### config.mk
export PLATFORM = sky130hd
export DESIGN_NAME = word_boundary_message_fragmenter_core
export DESIGN_NICKNAME = d
export VERILOG_FILES = /design/src/design/wbmf_pkg.sv /design/src/design/wbmf_ram.sv /design/src/design/word_boundary_message_fragmenter_core.sv
export SDC_FILE = /design/constraint.sdc
export NUM_CORES = 1
export LEC_CHECK = 0
export BUFFER_PORTS_ARGS = -buffer_cell sky130_fd_sc_hd__buf_2
export CAP_MARGIN = 10
export CORE_MARGIN = 3
export CORE_UTILIZATION = 40
export DETAILED_ROUTE_END_ITERATION = 8
export PLACE_DENSITY = 0.51
export RECOVER_POWER = 25
export SLEW_MARGIN = 40
export SYNTH_ARGS = -nofsm -noshare
export SYNTH_HDL_FRONTEND = slang
export SYNTH_HIERARCHICAL = 1
export SYNTH_SLANG_ARGS = --single-unit
### constraint.sdc
create_clock -name aclk -period 7.3 [get_ports aclk]
set_clock_uncertainty 0.1 [all_clocks]
set_input_delay 0 -clock aclk [delete_from_list [all_inputs] [get_ports aclk]]
set_output_delay 0 -clock aclk [all_outputs]
set_load 0.02 [all_outputs]
### src/design/wbmf_pkg.sv
// Package for the word-boundary message fragmenter: transaction payload types
// and fixed codes shared by the core and its checker.
// Depends on nothing.
`timescale 1ns / 1ps
`default_nettype none

package wbmf_pkg;

    // Field widths fixed by the interface.
    localparam int SENDER_W = 2;
    localparam int RCP_W    = 2;
    localparam int KIND_W   = 2;
    localparam int CHAR_W   = 8;
    localparam int CFG_W    = 6;

    // Command codes.
    localparam logic CMD_APPEND = 1'b0;
    localparam logic CMD_END    = 1'b1;

    // Chunk kind codes.
    localparam logic [KIND_W-1:0] KIND_UNFRAG = 2'd0;
    localparam logic [KIND_W-1:0] KIND_FIRST  = 2'd1;
    localparam logic [KIND_W-1:0] KIND_CONT   = 2'd2;

    // Word separator and the chunk limit after reset.
    localparam logic [CHAR_W-1:0] SPACE_CHAR        = 8'h20;
    localparam logic [CFG_W-1:0]  CHUNK_LIMIT_RESET = 6'd32;

    // Input transaction.
    typedef struct packed {
        logic                cmd;
        logic [SENDER_W-1:0] sender;
        logic [CHAR_W-1:0]   char_in;
        logic [RCP_W-1:0]    recipient;
    } in_item_t;

    // Result transaction.
    typedef struct packed {
        logic [SENDER_W-1:0] from_port;
        logic [RCP_W-1:0]    to_port;
        logic [KIND_W-1:0]   chunk_kind;
        logic                char_valid;
        logic [CHAR_W-1:0]   char_out;
        logic                chunk_end;
        logic                last;
    } out_item_t;

endpackage

`default_nettype wire

### src/design/wbmf_ram.sv
// Generic single-write, single-read RAM with a registered read port.
// Used for the per-sender message buffers; no package dependency.
`timescale 1ns / 1ps
`default_nettype none

module wbmf_ram #(
    parameter int WIDTH = 8,
    parameter int DEPTH = 192
) (
    input  wire logic                     aclk,
    input  wire logic                     wr_en,
    input  wire logic [$clog2(DEPTH)-1:0] wr_addr,
    input  wire logic [WIDTH-1:0]         wr_data,
    input  wire logic                     rd_en,
    input  wire logic [$clog2(DEPTH)-1:0] rd_addr,
    output logic      [WIDTH-1:0]         rd_data
);

    logic [WIDTH-1:0] mem [DEPTH];

    // Write port and registered read port.
    always_ff @(posedge aclk) begin
        if (wr_en) begin
            mem[wr_addr] <= wr_data;
        end
        if (rd_en) begin
            rd_data <= mem[rd_addr];
        end
    end

endmodule

`default_nettype wire

### src/design/word_boundary_message_fragmenter_core.sv
// Word-boundary message fragmenter: per-sender byte buffers, greedy word-wrap
// chunking and per-character result stream. Uses wbmf_pkg and wbmf_ram.
//
// Usage:
//   The input channel (s_valid/s_ready/s_data) carries append and end
//   transactions. An append stores one byte in the sender's buffer;
//   bytes beyond BUFFER_BYTES are dropped. An end transaction
//   walks the stored message and emits one result transaction per character
//   (or one marker per empty chunk) on m_valid/m_ready/m_data; it empties that
//   sender's buffer when taken. s_ready is low while a message is being emitted.
//   Each emitted character passes through the buffer RAM's registered read
//   and the output register; the next one is read after the result is taken.
//   Each chunk adds a setup state; a chunk that must be wrapped adds a
//   backward space search, one RAM read per cycle through the same port.
//   Reset clears the fill counts of all buffers, the sequencer and the output
//   valid, and sets chunk_limit to 32; buffer contents are not cleared.
//   When the receiver stalls, the current result holds in the output register
//   and the sequencer waits. cfg_wr_en writes chunk_limit; the user must use it
//   only while the block is idle, which the block itself does not enforce.
`timescale 1ns / 1ps
`default_nettype none

module word_boundary_message_fragmenter_core #(
    parameter int BUFFER_BYTES = 64,
    parameter int CHUNK_MAX    = 32,
    parameter int PORTS        = 3
) (
    input  wire logic                      aclk,
    input  wire logic                      aresetn,
    input  wire logic                      s_valid,
    output logic                           s_ready,
    input  wire wbmf_pkg::in_item_t        s_data,
    output logic                           m_valid,
    input  wire logic                      m_ready,
    output wbmf_pkg::out_item_t            m_data,
    input  wire logic                      cfg_wr_en,
    input  wire logic [wbmf_pkg::CFG_W-1:0] cfg_wr_data
);

    import wbmf_pkg::*;

    localparam int LW    = $clog2(BUFFER_BYTES + 1);
    localparam int IW    = $clog2(BUFFER_BYTES);
    localparam int LIMW  = $clog2(CHUNK_MAX + 1);
    localparam int NW    = (LW > LIMW) ? LW : LIMW;
    localparam int GW    = (NW > CFG_W) ? NW + 1 : CFG_W + 1;
    localparam int PW    = (PORTS > 1) ? $clog2(PORTS) : 1;
    localparam int DEPTH = PORTS * BUFFER_BYTES;
    localparam int AW    = $clog2(DEPTH);
    localparam logic [SENDER_W:0] PORTS_CNT = (SENDER_W + 1)'(PORTS);

    typedef enum logic [2:0] {
        ST_IDLE,
        ST_CHUNK,
        ST_SCAN,
        ST_LOAD,
        ST_OUT
    } state_t;

    state_t              state_reg, state_next;
    logic [CFG_W-1:0]    cfg_limit_reg;
    logic [LW-1:0]       len_reg  [PORTS];
    logic [LW-1:0]       len_next [PORTS];
    logic [SENDER_W-1:0] snd_reg, snd_next;
    logic [RCP_W-1:0]    rcp_reg, rcp_next;
    logic [NW-1:0]       lim_reg, lim_next;
    logic [NW-1:0]       ptr_reg, ptr_next;
    logic [NW-1:0]       rem_reg, rem_next;
    logic [NW-1:0]       take_reg, take_next;
    logic [NW-1:0]       cnt_reg, cnt_next;
    logic [NW-1:0]       scan_reg, scan_next;
    logic                skip_reg, skip_next;
    logic                nsp_reg, nsp_next;
    logic                frag_reg, frag_next;
    logic                first_reg, first_next;
    logic                m_valid_reg, m_valid_next;
    out_item_t           m_data_reg, m_data_next;

    logic                ram_we;
    logic [AW-1:0]       ram_waddr;
    logic                ram_re;
    logic [AW-1:0]       ram_raddr;
    logic [CHAR_W-1:0]   ram_rdata;
    logic [NW-1:0]       rd_off;

    logic [PW-1:0]       sel;
    logic                sender_ok;
    logic [NW-1:0]       lim_val;
    logic [NW-1:0]       cur_len;
    logic [KIND_W-1:0]   item_kind;
    logic [NW-1:0]       rem_after;
    logic [NW-1:0]       rem_left;
    logic                chunk_last;
    logic                ld_end;
    logic                is_space;

    // Flat buffer address of one byte of one sender's buffer.
    function automatic logic [AW-1:0] buf_addr(input logic [SENDER_W-1:0] port,
                                               input logic [IW-1:0] idx);
        return AW'(port) * AW'(BUFFER_BYTES) + AW'(idx);
    endfunction

    // Message buffers of all senders.
    wbmf_ram #(
        .WIDTH (CHAR_W),
        .DEPTH (DEPTH)
    ) u_buf (
        .aclk    (aclk),
        .wr_en   (ram_we),
        .wr_addr (ram_waddr),
        .wr_data (s_data.char_in),
        .rd_en   (ram_re),
        .rd_addr (ram_raddr),
        .rd_data (ram_rdata)
    );

    assign s_ready = (state_reg == ST_IDLE);
    assign m_valid = m_valid_reg;
    assign m_data  = m_data_reg;

    // Input decode and the clamped chunk limit.
    assign sel       = s_data.sender[PW-1:0];
    assign sender_ok = ({1'b0, s_data.sender} < PORTS_CNT);
    assign cur_len   = sender_ok ? NW'(len_reg[sel]) : '0;
    assign lim_val   = (cfg_limit_reg == '0) ? NW'(1) :
                       (GW'(cfg_limit_reg) > GW'(CHUNK_MAX)) ? NW'(CHUNK_MAX) :
                       NW'(cfg_limit_reg);

    // Per-chunk bookkeeping used when results are built and a chunk closes.
    assign item_kind  = frag_reg ? (first_reg ? KIND_FIRST : KIND_CONT) : KIND_UNFRAG;
    assign rem_after  = rem_reg - take_reg;
    assign rem_left   = rem_after - NW'(skip_reg);
    assign chunk_last = (rem_after == '0) || ((rem_after == NW'(1)) && skip_reg);
    assign ld_end     = (take_reg == '0) || ((cnt_reg + NW'(1)) == take_reg);
    assign is_space   = (ram_rdata == SPACE_CHAR);

    // Sequencer: append, chunk setup, backward space search and emission.
    always_comb begin
        state_next   = state_reg;
        len_next     = len_reg;
        snd_next     = snd_reg;
        rcp_next     = rcp_reg;
        lim_next     = lim_reg;
        ptr_next     = ptr_reg;
        rem_next     = rem_reg;
        take_next    = take_reg;
        cnt_next     = cnt_reg;
        scan_next    = scan_reg;
        skip_next    = skip_reg;
        nsp_next     = nsp_reg;
        frag_next    = frag_reg;
        first_next   = first_reg;
        m_valid_next = m_valid_reg;
        m_data_next  = m_data_reg;
        ram_we       = 1'b0;
        ram_waddr    = buf_addr(s_data.sender, IW'(cur_len));
        ram_re       = 1'b0;
        rd_off       = '0;

        case (state_reg)
            ST_IDLE: begin
                if (s_valid && sender_ok) begin
                    if (s_data.cmd == CMD_APPEND) begin
                        if (len_reg[sel] < LW'(BUFFER_BYTES)) begin
                            ram_we        = 1'b1;
                            len_next[sel] = len_reg[sel] + LW'(1);
                        end
                    end else if (len_reg[sel] != '0) begin
                        snd_next      = s_data.sender;
                        rcp_next      = s_data.recipient;
                        lim_next      = lim_val;
                        rem_next      = cur_len;
                        ptr_next      = '0;
                        frag_next     = (cur_len > lim_val);
                        first_next    = 1'b1;
                        len_next[sel] = '0;
                        state_next    = ST_CHUNK;
                    end
                end
            end
            ST_CHUNK: begin
                ram_re = 1'b1;
                if (rem_reg <= lim_reg) begin
                    take_next  = rem_reg;
                    skip_next  = 1'b0;
                    cnt_next   = '0;
                    state_next = ST_LOAD;
                end else begin
                    rd_off     = lim_reg;
                    scan_next  = lim_reg;
                    state_next = ST_SCAN;
                end
            end
            ST_SCAN: begin
                if (scan_reg == lim_reg) begin
                    // Byte just past the window decides a skip after a hard split.
                    nsp_next  = is_space;
                    ram_re    = 1'b1;
                    rd_off    = scan_reg - NW'(1);
                    scan_next = scan_reg - NW'(1);
                end else if (is_space) begin
                    take_next  = scan_reg;
                    skip_next  = 1'b1;
                    cnt_next   = '0;
                    ram_re     = 1'b1;
                    state_next = ST_LOAD;
                end else if (scan_reg == '0) begin
                    take_next  = lim_reg;
                    skip_next  = nsp_reg;
                    cnt_next   = '0;
                    ram_re     = 1'b1;
                    state_next = ST_LOAD;
                end else begin
                    ram_re    = 1'b1;
                    rd_off    = scan_reg - NW'(1);
                    scan_next = scan_reg - NW'(1);
                end
            end
            ST_LOAD: begin
                m_valid_next           = 1'b1;
                m_data_next.from_port  = snd_reg;
                m_data_next.to_port    = rcp_reg;
                m_data_next.chunk_kind = item_kind;
                m_data_next.char_valid = (take_reg != '0);
                m_data_next.char_out   = (take_reg != '0) ? ram_rdata : '0;
                m_data_next.chunk_end  = ld_end;
                m_data_next.last       = ld_end && chunk_last;
                state_next             = ST_OUT;
            end
            ST_OUT: begin
                if (m_ready) begin
                    m_valid_next = 1'b0;
                    if (!ld_end) begin
                        cnt_next   = cnt_reg + NW'(1);
                        ram_re     = 1'b1;
                        rd_off     = cnt_reg + NW'(1);
                        state_next = ST_LOAD;
                    end else begin
                        ptr_next   = ptr_reg + take_reg + NW'(skip_reg);
                        rem_next   = rem_left;
                        first_next = 1'b0;
                        state_next = (rem_left == '0) ? ST_IDLE : ST_CHUNK;
                    end
                end
            end
            default: begin
                state_next = ST_IDLE;
            end
        endcase

        ram_raddr = buf_addr(snd_reg, IW'(ptr_reg + rd_off));
    end

    // State, control and output registers.
    always_ff @(posedge aclk) begin
        if (!aresetn) begin
            state_reg     <= ST_IDLE;
            cfg_limit_reg <= CHUNK_LIMIT_RESET;
            m_valid_reg   <= 1'b0;
            for (int p = 0; p < PORTS; p++) begin
                len_reg[p] <= '0;
            end
        end else begin
            state_reg   <= state_next;
            m_valid_reg <= m_valid_next;
            len_reg     <= len_next;
            if (cfg_wr_en) begin
                cfg_limit_reg <= cfg_wr_data;
            end
        end
        snd_reg    <= snd_next;
        rcp_reg    <= rcp_next;
        lim_reg    <= lim_next;
        ptr_reg    <= ptr_next;
        rem_reg    <= rem_next;
        take_reg   <= take_next;
        cnt_reg    <= cnt_next;
        scan_reg   <= scan_next;
        skip_reg   <= skip_next;
        nsp_reg    <= nsp_next;
        frag_reg   <= frag_next;
        first_reg  <= first_next;
        m_data_reg <= m_data_next;
    end

endmodule

`default_nettype wire

# --- Word level (Yosys, flattened, before mapping) ---
# Memories as Yosys holds them, arrays and structs flattened. A register that Yosys moved wholly into a read port is not among the register bits.
# Cells that the tools add are included.
totals:
  reg_bits: 97
  ram_bits: 1536
  input_bits: 24
  memories: 1
classes:
  add_sub_neg: 10
  n_lt_le_gt_ge: 7
  eq_ne: 21
  muxes: 82
  bitwise: 3
  n_reduce_logical: 29
memory_table:
  columns: ["name", "words", "word_bits", "rd", "rd_ports_with_merged_regs", "wr", "line", "rtl"]
  rows:
  - ["u_buf.mem", 192, 8, 1, 1, 1, "wbmf_ram.sv:19", "logic [WIDTH-1:0] mem [DEPTH];"]
ops:
  columns: ["operator", "count"]
  rows:
  - ["two-way mux 7 bit", 28]
  - ["two-way mux 21 bit", 3]
  - ["case mux 7 bit (2 select lines)", 4]
  - ["two-way mux 6 bit", 8]
  - ["logical NOT 7 bit", 4]
  - ["AND 21 bit", 1]
  - ["bitwise mux 21 bit", 1]
  - ["two-way mux 3 bit", 7]
  - ["inverter 21 bit", 1]
  - ["case mux 7 bit (3 select lines)", 1]
  - ["two-way mux 1 bit", 20]
  - ["case mux 6 bit (3 select lines)", 1]
  - ["AND reduction 6 bit", 3]
  - ["adder 8 x 6 -> 8 bit", 2]
  - ["AND reduction 4 bit", 4]
  - ["case mux 3 bit (5 select lines)", 1]
  - ["adder 7 x 1 -> 7 bit, second input constant", 2]
  - ["binary-select mux 7 bit (select 2 bit)", 1]
  - ["demux 7 bit (select 2 bit)", 1]
  - ["nonzero test 7 bit", 2]
  - ["inequality test 2 bit, second input constant", 6]
  - ["inequality test 3 bit, second input constant", 3]
  - ["== test 8 x 6 -> 1 bit, second input constant", 1]
  - ["inequality test 2 x 1 -> 1 bit, second input constant", 4]
  - ["other kinds (30)", 43]

# --- Depth between registers and ports, before layout ---
# Gate-level depths: netlist of the first run.
depth:
  ltp_word: 11
  mapped_depth: 24
  depth_no_buf: 21

# --- Cells and area by module ---
# Netlist of the first run, hierarchy kept.
by_module_without_submodules:
  columns: ["module", "n_inst", "cells_each", "area_each_um2", "seq_area_each_um2"]
  rows:
  - ["wbmf_ram", 1, 2818, 59995.0, 46364.5]
  - ["word_boundary_message_fragmenter_core", 1, 573, 5778.0, 2572.5]

# --- Worst setup path after synthesis of the first run ---
# OpenSTA, ideal clock, no wires.
synth_timing:
  path_kind: "flip-flop to flip-flop"
  start: "reg cnt_reg[0]"
  end: "reg u_buf.rd_data[0], read port of u_buf.mem, data pin"
  setup_ps: 259
  arrival_ps: 4576
  required_time_ps: 6941
  path_slack_ps: 2365
  stages_incl_launch_ff: 22
  path_buffers: 2
  synth_period_minus_slack_ps: 4935
  cell_sequence: "edfxtp_1 > ha_1 > nand3_1 > or3_4 > and3_4 > a2111o_1 > nor2_1 > o31ai_1 > ha_1 > fa_1 > a21oi_1 > nor2_1 > nor2_1 > xnor2_1 > clkbuf_1 > clkbuf_1 > mux4_2 > mux2i_1 > nor3_1 > a311oi_1 > nor3_1 > o31a_1"
synth_between:
  elab_chain_cells: 8
  elab_cells_between_ends: 11
  cone_classes: "3 x add/sub; 1 x eq/ne; 6 x mux; 1 x reduce/logical"
synth_rtl:
  columns: ["element", "line", "rtl"]
  rows:
  - ["start, declared", "word_boundary_message_fragmenter_core.sv:70", "logic [NW-1:0] cnt_reg, cnt_next;"]
  - ["start signal, assigned", "word_boundary_message_fragmenter_core.sv:277", "cnt_reg <= cnt_next;"]
  - ["adder 7 x 1 -> 7 bit", "word_boundary_message_fragmenter_core.sv:236", "rd_off = cnt_reg + NW'(1);"]
  - ["== test 7 bit", "word_boundary_message_fragmenter_core.sv:134", "assign ld_end = (take_reg == '0) || ((cnt_reg + NW'(1)) == take_reg);"]
  - ["logical OR 1 bit", "word_boundary_message_fragmenter_core.sv:134", null]
  - ["via ld_end", "word_boundary_message_fragmenter_core.sv:94", "logic ld_end;"]
  - ["two-way mux 6 bit", "word_boundary_message_fragmenter_core.sv:233", "if (!ld_end) begin"]
  - ["two-way mux 6 bit", "word_boundary_message_fragmenter_core.sv:231", "if (m_ready) begin"]
  - ["case mux 6 bit (3 select lines)", "word_boundary_message_fragmenter_core.sv:160", "case (state_reg)"]
  - ["adder 6 bit", "word_boundary_message_fragmenter_core.sv:251", "ram_raddr = buf_addr(snd_reg, IW'(ptr_reg + rd_off));"]
  - ["adder 8 x 6 -> 8 bit", "word_boundary_message_fragmenter_core.sv:100", "return AW'(port) * AW'(BUFFER_BYTES) + AW'(idx);"]
  - ["via ram_raddr[4]", "word_boundary_message_fragmenter_core.sv:82", "logic [AW-1:0] ram_raddr;"]
  - ["end, declared", "wbmf_ram.sv:16", "output logic [WIDTH-1:0] rd_data"]
# The timed path passes the listed nets, and every way through them passes these cells.
# A chain may end at the register's enable or synchronous reset.

# --- Worst setup path in the final report of the first run ---
layout_timing:
  start: "reg u_buf.rd_data[4], read port of u_buf.mem"
  end: "reg u_buf.rd_data[7], read port of u_buf.mem, data pin"
layout_between:
  elab_chain_cells: 6
layout_rtl:
  columns: ["element", "line", "rtl"]
  rows:
  - ["== test 8 x 6 -> 1 bit", "word_boundary_message_fragmenter_core.sv:135", "assign is_space = (ram_rdata == SPACE_CHAR);"]
  - ["two-way mux 6 bit", "word_boundary_message_fragmenter_core.sv:201", "end else if (is_space) begin"]
  - ["two-way mux 6 bit", "word_boundary_message_fragmenter_core.sv:195", "if (scan_reg == lim_reg) begin"]
  - ["case mux 6 bit (3 select lines)", "word_boundary_message_fragmenter_core.sv:160", null]
  - ["adder 6 bit", "word_boundary_message_fragmenter_core.sv:251", null]
  - ["adder 8 x 6 -> 8 bit", "word_boundary_message_fragmenter_core.sv:100", null]
  - ["via ram_raddr[1]", "word_boundary_message_fragmenter_core.sv:82", null]
# The timed path passes the listed nets, and every way through them passes these cells.

==> results of run 1 <==
==> through the flow <==
step	hold WS (ns)	std cells	util, %	instance area (sq um)
after floorplan	-0.00113	3391	-	65800
after global placement	0.0845	5524	42.2	68800
after detailed placement	0.0918	5525	42.3	69000
after CTS	0.0625	5881	45.9	74800
after global routing	0.217	5886	45.9	75000
final	0.191	5890	46.0	75000
==> tightest hold or removal path, cell delays in order <==
cell and delay [ns]:
dlygate4sd3_1 0.53, buf_2 0.13, nand2_1 0.14, a21oi_1 0.18, nor2b_1 0.05
==> power breakdown <==
part	internal, uW	switching [uW]	total, uW
Sequential	10300	3.62	10400
Combinational	60.2	229	290
Clock	4750	3570	8320
Total	15200	3800	19000
==> timing repair <==
action | CTS | global route
gates resized for setup | 0 | 0
endpoints found under the hold margin | 858 | 0
hold buffers | 45 | 0
==> cell families (layout without fill, tap and decap cells) <==
kind of cell | after synthesis | count (layout)
adders and majority gates | 38 | 38
muxes | 516 | 516
xor gates and xnor gates | 46 | 46
AOI/OAI and AO/OA | 358 | 358
DFF | 1640 | 1640
buffers and inverters | 222 | 542
other | 0 | 4
and+or+nand+nor | 571 | 571
==> layer usage <==
| metal | GRT usage, % | part of all wire [%] | vias up |
|---|---|---|---|
| met3 | 3.97 | 6.6 | 253 |
| met1 | 28.3 | 41 | 17900 |
| met2 | 34.9 | 50 | 1161 |
| li1 | - | - | 14300 |
| met4 | 6.28 | 3.0 | 0 |
| met5 | 0 | 0 | - |
==> cell type report <==
class                   instances  area (sq um)  area share (%)
flip-flops and latches       1640         48900            65.3
well taps                    2175          2720            3.63
inverters                      44           165           0.220
clock inverters                92           791            1.05
clock buffers                 219          4570            6.09
repair buffers                187          1550            2.06
diodes                          4          10.0          0.0134
multi-input cells            1529         16200            21.7
==> worst paths after layout <==
check | end | slack, ns
max | u_buf/rd_data[7] | 0.93
min | m_valid | 0.19
max reg2reg | u_buf/rd_data[7] | 0.93
min reg2reg | m_data[14] | 0.33
==> placed cells by master (no fill, tap or decap), types with 40 or more instances in the layout <==
cell type / n
mux2i_1: 149
nand2_1: 96
mux4_2: 357
edfxtp_1: 1609
clkbuf_1: 61
nor2_1: 159
clkinv_1: 42
clkbuf_16: 176
nor2b_1: 45
buf_4: 75
nor2_2: 109
a22oi_1: 63
dlygate4sd3_1: 45
o21ai_0: 40
a21oi_1: 68
inv_1: 42
==> impl_metrics.tcl, run 1 <==
set metrics [dict create \
    clock.fmax_ghz 0.157 \
    ys_warn_count 6 \
    layout_setup_ws_ns 0.931 \
    synth_area_sq_um 65800 \
    initial_core_util_pct 40.3 \
    yosysMostFrequentCell "edfxtp_1" \
    startpoint "u_buf/rd_data[4]" \
    die_x_um 412 \
    critPathTopFamily "simple AND/OR/NAND/NOR gates" \
    cp-start-kind "flip-flop" \
    ys_types 80 \
    drv_cap 15 \
    maxSlewViolCount 915 \
    worst-path-max-fanout 19 \
    reg2reg_from "u_buf/rd_data[4]" \
    vias_per_cell 5.70 \
    gp_congestion 0.892 \
    synth-compound-area-share_pct 3.81 \
    dieArea_sq_um 169000 \
    synth_edf_count 1609 \
    grt_antenna_before_repair 3 \
    setup_violations 0 \
    path_class "flip-flop to flip-flop" \
    synthToLayoutAreaGrowth_pct 14.0 \
    n_fill_cell 13700 \
    cts_sinks 1640 \
    leakage_uw 0.0229 \
    min-delay-start "m_ready" \
    grtUsageTotal_pct 21.0 \
    cp_slowest_cell "fa_4" \
    io_pins 43 \
    yosysTopAreaCell "edfxtp_1" \
    ys_ff_latch 1640 \
    wl_per_cell_um 30.0 \
    core-area_sq_um 163000 \
    synth_top_family_by_area "multiplexers" \
    h-tree-depth 4 \
    tritoncts "built" \
    synthAdderAreaFrac_pct 0.769 \
    synth-simple-area-share_pct 4.02 \
    cp_slowest_stage_delay_ns 0.92 \
    period_minus_slack_ns 6.37 \
    r2r_cells 18 \
    path_common_cell "buf_4" \
    largest_register_ff_count 1536 \
    synthesis.instances 3391 \
    grt_max_degree 114 \
    drt_wl_total_um 177000 \
    cellPowerDensity_nw_per_um2 253 \
    clkSlewWorstSetupHoldPaths_ns 0.06 \
    dp_slack_ns 1.07 \
    crit_path_cell_trace "nor4b_1 > nand2_1 > a22oi_1 > nand2b_1 > nor2_1 > a21oi_1 > o31ai_1 > ha_4 > fa_4 > buf_4 > nand2b_2 > buf_4 > o221ai_1 > o22ai_1 > nor3_1 > nor3_1 > buf_4 > o31ai_1" \
    slew-limit-headroom_pct -204 \
    syn_nets 3453 \
    final_nets 3637 \
    port_buffers 42 \
    synth_xor_area_share_pct 0.633 \
    via_count 33600 \
    grt_pass1_vias 34600 \
    hold_violations 0 \
    rows 148 \
    final.setup.tns_ns 0 \
    violations "max-capacitance violations, max-slew violations" \
    cts-root-buf "clkbuf_16" \
    rsz0062_at_grt "no" \
    drc 0 \
    worstPathArrival_ns 6.76 \
    cts.path.max_buffers 3 \
    end_kind "flip-flop" \
    worst_ep_required_time_ns 7.69 \
    numCtsBuffers 173 \
    die_h_um 412 \
    antenna_left 0 \
    synth.avg_cell_area_sq_um 19.4 \
    synthMuxAreaShare_pct 14.7 \
    hold_class "primary input to flip-flop" \
    tightest_slew_ns 4.55 \
    synth_top_area_share_pct 73.5 \
    critPathBufInv 3 \
    total_power_uw 19000 \
    async_flop_share_pct 0 \
    grt_pass1_wl_um 255000 \
    drive_gt1_share_pct 23.9 \
    post_cts_buffers 0 \
    synth_flop_cell "edfxtp_1" \
    first_iter_violations 3580 \
    ir_worst_vdd_mv 0.240 \
    path_depth 18 \
    yosysSeqAreaShare_pct 74.4 \
    dpl.hpwl_um 112000 \
    holdPathStages 5 \
    min_period_over_period_pct 87.2 \
    status "finished, violations left" \
    synth_area_leaders "edfxtp_1 (73%), mux4_2 (12%), mux2i_1 (2.3%)" \
    drt_first_pass_iters 6 \
    clk_latency_ns 0.79 \
    synth_common_cells "edfxtp_1 (1609), mux4_2 (357), nor2_1 (269)" \
    overflow 0 \
]
(Power assumes the default switching activity.)
==> inputs of run 2 (changes only) <==
--- a/config.mk
+++ b/config.mk
@@ -15,5 +15,4 @@
 export SLEW_MARGIN = 40
 export SYNTH_ARGS = -nofsm -noshare
 export SYNTH_HDL_FRONTEND = slang
-export SYNTH_HIERARCHICAL = 1
 export SYNTH_SLANG_ARGS = --single-unit
==> run 2 against run 1 <==
Net effect: the flow still finishes with violations (max-capacitance violations, max-slew violations); first-iteration DRC count is 14% lower; count of clock-buffer cells in the layout is 1 higher; clock power hardly changed; hold slack worse by 0.0063 ns; critical endpoint is now u_buf.rd_data[1]; non-clock buffer count stayed put; synthesized cell count is 7.8% lower.
==> impl_metrics.tcl, run 2 <==
set metrics [dict create \
    period_minus_slack_ns 6.57 \
    r2r_cells 17 \
    drt_first_pass_iters 8 \
    h-tree-depth 4 \
    status "finished, violations left" \
    leakage_uw 0.0237 \
    synth_top_area_share_pct 74.0 \
    grt_antenna_before_repair 3 \
    tightest_slew_ns 5.15 \
    port_buffers 42 \
    cellPowerDensity_nw_per_um2 256 \
    core-area_sq_um 161000 \
    synth_edf_count 1609 \
    final.setup.tns_ns 0 \
    die_h_um 410 \
    yosysTopAreaCell "edfxtp_1" \
    gp_congestion 0.819 \
    fin_hold_ws_ns 0.184 \
    cts.path.max_buffers 3 \
    rows 147 \
    io_pins 43 \
    first_iter_violations 3068 \
    holdPathStages 3 \
    maxSlewViolCount 866 \
    ir_worst_vdd_mv 0.196 \
    hold_violations 0 \
    ys_ff_latch 1640 \
    grt_use_met1_pct 28.1 \
    final_common_cell "edfxtp_1" \
    end_kind "flip-flop" \
    slew-limit-headroom_pct -243 \
    synthesis.instances 3125 \
    dieArea_sq_um 168000 \
    syn_nets 3187 \
    grt_pass1_vias 33000 \
    rsz0062_at_grt "no" \
    min_period_over_period_pct 90.0 \
    clkSlewWorstSetupHoldPaths_ns 0.06 \
    async_flop_share_pct 0 \
    synth_flop_cell "edfxtp_1" \
    cp-start-kind "flip-flop" \
    synth_area_leaders "edfxtp_1 (74%), mux4_2 (16%), nor2_1 (1.5%)" \
    grt_pass1_wl_um 240000 \
    initial_core_util_pct 40.5 \
    path_class "flip-flop to flip-flop" \
    antenna_cells 0 \
    layout_setup_ws_ns 0.729 \
    synthToLayoutAreaGrowth_pct 14.3 \
    ys_warn_count 0 \
    setup_violations 0 \
    overflow 0 \
    finalCoreUtilization_pct 46.3 \
    dp_slack_ns 0.615 \
    antenna_left 0 \
    top_usage_layer "met2" \
    worst-path-max-fanout 30 \
    yosysMostFrequentCell "edfxtp_1" \
    numCtsBuffers 172 \
    synth.avg_cell_area_sq_um 20.9 \
    met3_usage_pct 3.50 \
    cts-root-buf "clkbuf_16" \
    tritoncts "built" \
    use_met2_pct 31.9 \
    final_cell_mix "edfxtp_1 (1609), mux4_2 (464), clkbuf_16 (175), nor2_1 (145), nor2_2 (117)" \
    yosysSeqAreaShare_pct 74.9 \
    synth_common_cells "edfxtp_1 (1609), mux4_2 (464), nor2_1 (262)" \
    drive_gt1_share_pct 28.9 \
    violations "max-capacitance violations, max-slew violations" \
    drc 0 \
    ys_types 64 \
    via_count 31400 \
    grtUsageTotal_pct 19.8 \
    drv_cap 11 \
    final_nets 3372 \
    worst_ep_required_time_ns 7.71 \
    die_x_um 410 \
    hold_class "primary input to flip-flop" \
    ctsResizeCount 0 \
    vias_per_cell 5.61 \
    worstPathArrival_ns 6.98 \
    drt_wl_total_um 165000 \
    clk_latency_ns 0.79 \
    dpl.hpwl_um 101000 \
    largest_register_ff_count 1536 \
    cts_sinks 1640 \
    grt_max_degree 118 \
    synth_area_sq_um 65300 \
    wl_per_cell_um 29.5 \
    clock.fmax_ghz 0.152 \
]
## run 2: cells by family after synthesis
group                      after synthesis  share of synthesized area, %
xor gates and xnor gates                49                         0.760
buffers and inverters                  222                          1.39
adders and majority gates               38                         0.774
AOI/OAI and AO/OA                      162                          1.68
DFF                                   1640                          74.9
muxes                                  538                          17.2
and+or+nand+nor                        476                          3.26
## run 2: path summary, 6_finish.rpt
| path | startpoint | endpoint | slack (ns) |
|---|---|---|---|
| worst min register to register | rcp_reg[0] | m_data[13] | 0.32 |
| worst min-delay path | aresetn | len_reg[14] | 0.18 |
| worst max register to register | cnt_reg[0] | u_buf.rd_data[1] | 0.73 |
| worst max-delay path | cnt_reg[0] | u_buf.rd_data[1] | 0.73 |
## run 2: metal layers
layer,part of all wire (%),vias up,wire (um)
li1,-,13300,-
met1,43,17000,71000
met2,49,954,80800
met3,6.0,222,9980
met4,2.1,0,3510
met5,0,-,0
## run 2: worst max-delay path, cell delays in order (launching register included)
cell      delay, ns
edfxtp_1       0.48
ha_1           0.29
xnor2_1        0.36
xnor2_1        0.16
and4_1         0.21
nand2_1        0.06
o21a_1         0.23
nand3_1        0.22
o21ai_0        0.18
ha_4           0.21
fa_4           1.18
buf_12         0.34
buf_4          0.29
mux4_2         0.40
mux4_2         0.57
nor2b_1        0.17
a211oi_1       0.60
o311ai_1       0.18
## run 2: per-stage QoR
step	total power [uW]	cells	area (sq um)
after CTS	19300	5603	74600
after global routing	19700	5606	74600
after detailed placement	10900	5248	68800
after global placement	10900	5244	68500
final	19100	5606	74600
after floorplan	10700	3125	65300
## run 2: what timing repair did
item,4_1_cts,5_1_grt
setup endpoints to repair,0,0
hold endpoints to repair,926,0
hold buffers,45,0
buffers inserted,0,0
## run 2: area by class of cell
type                            count  area (sq um)
Tap cell                         2160          2700
Sequential cell                  1640         48900
Timing Repair Buffer              187          1650
Inverter                           46           173
Clock buffer                      220          4560
Clock inverter                     90           761
Multi-Input combinational cell   1263         15900
Fill cell                       13400         86700
## run 2: power breakdown
group / leakage, uW / switching, uW / internal, uW
Combinational: 0.00637 / 281 / 126
Clock: 0.00258 / 3570 / 4760
Sequential: 0.0147 / 4.82 / 10400
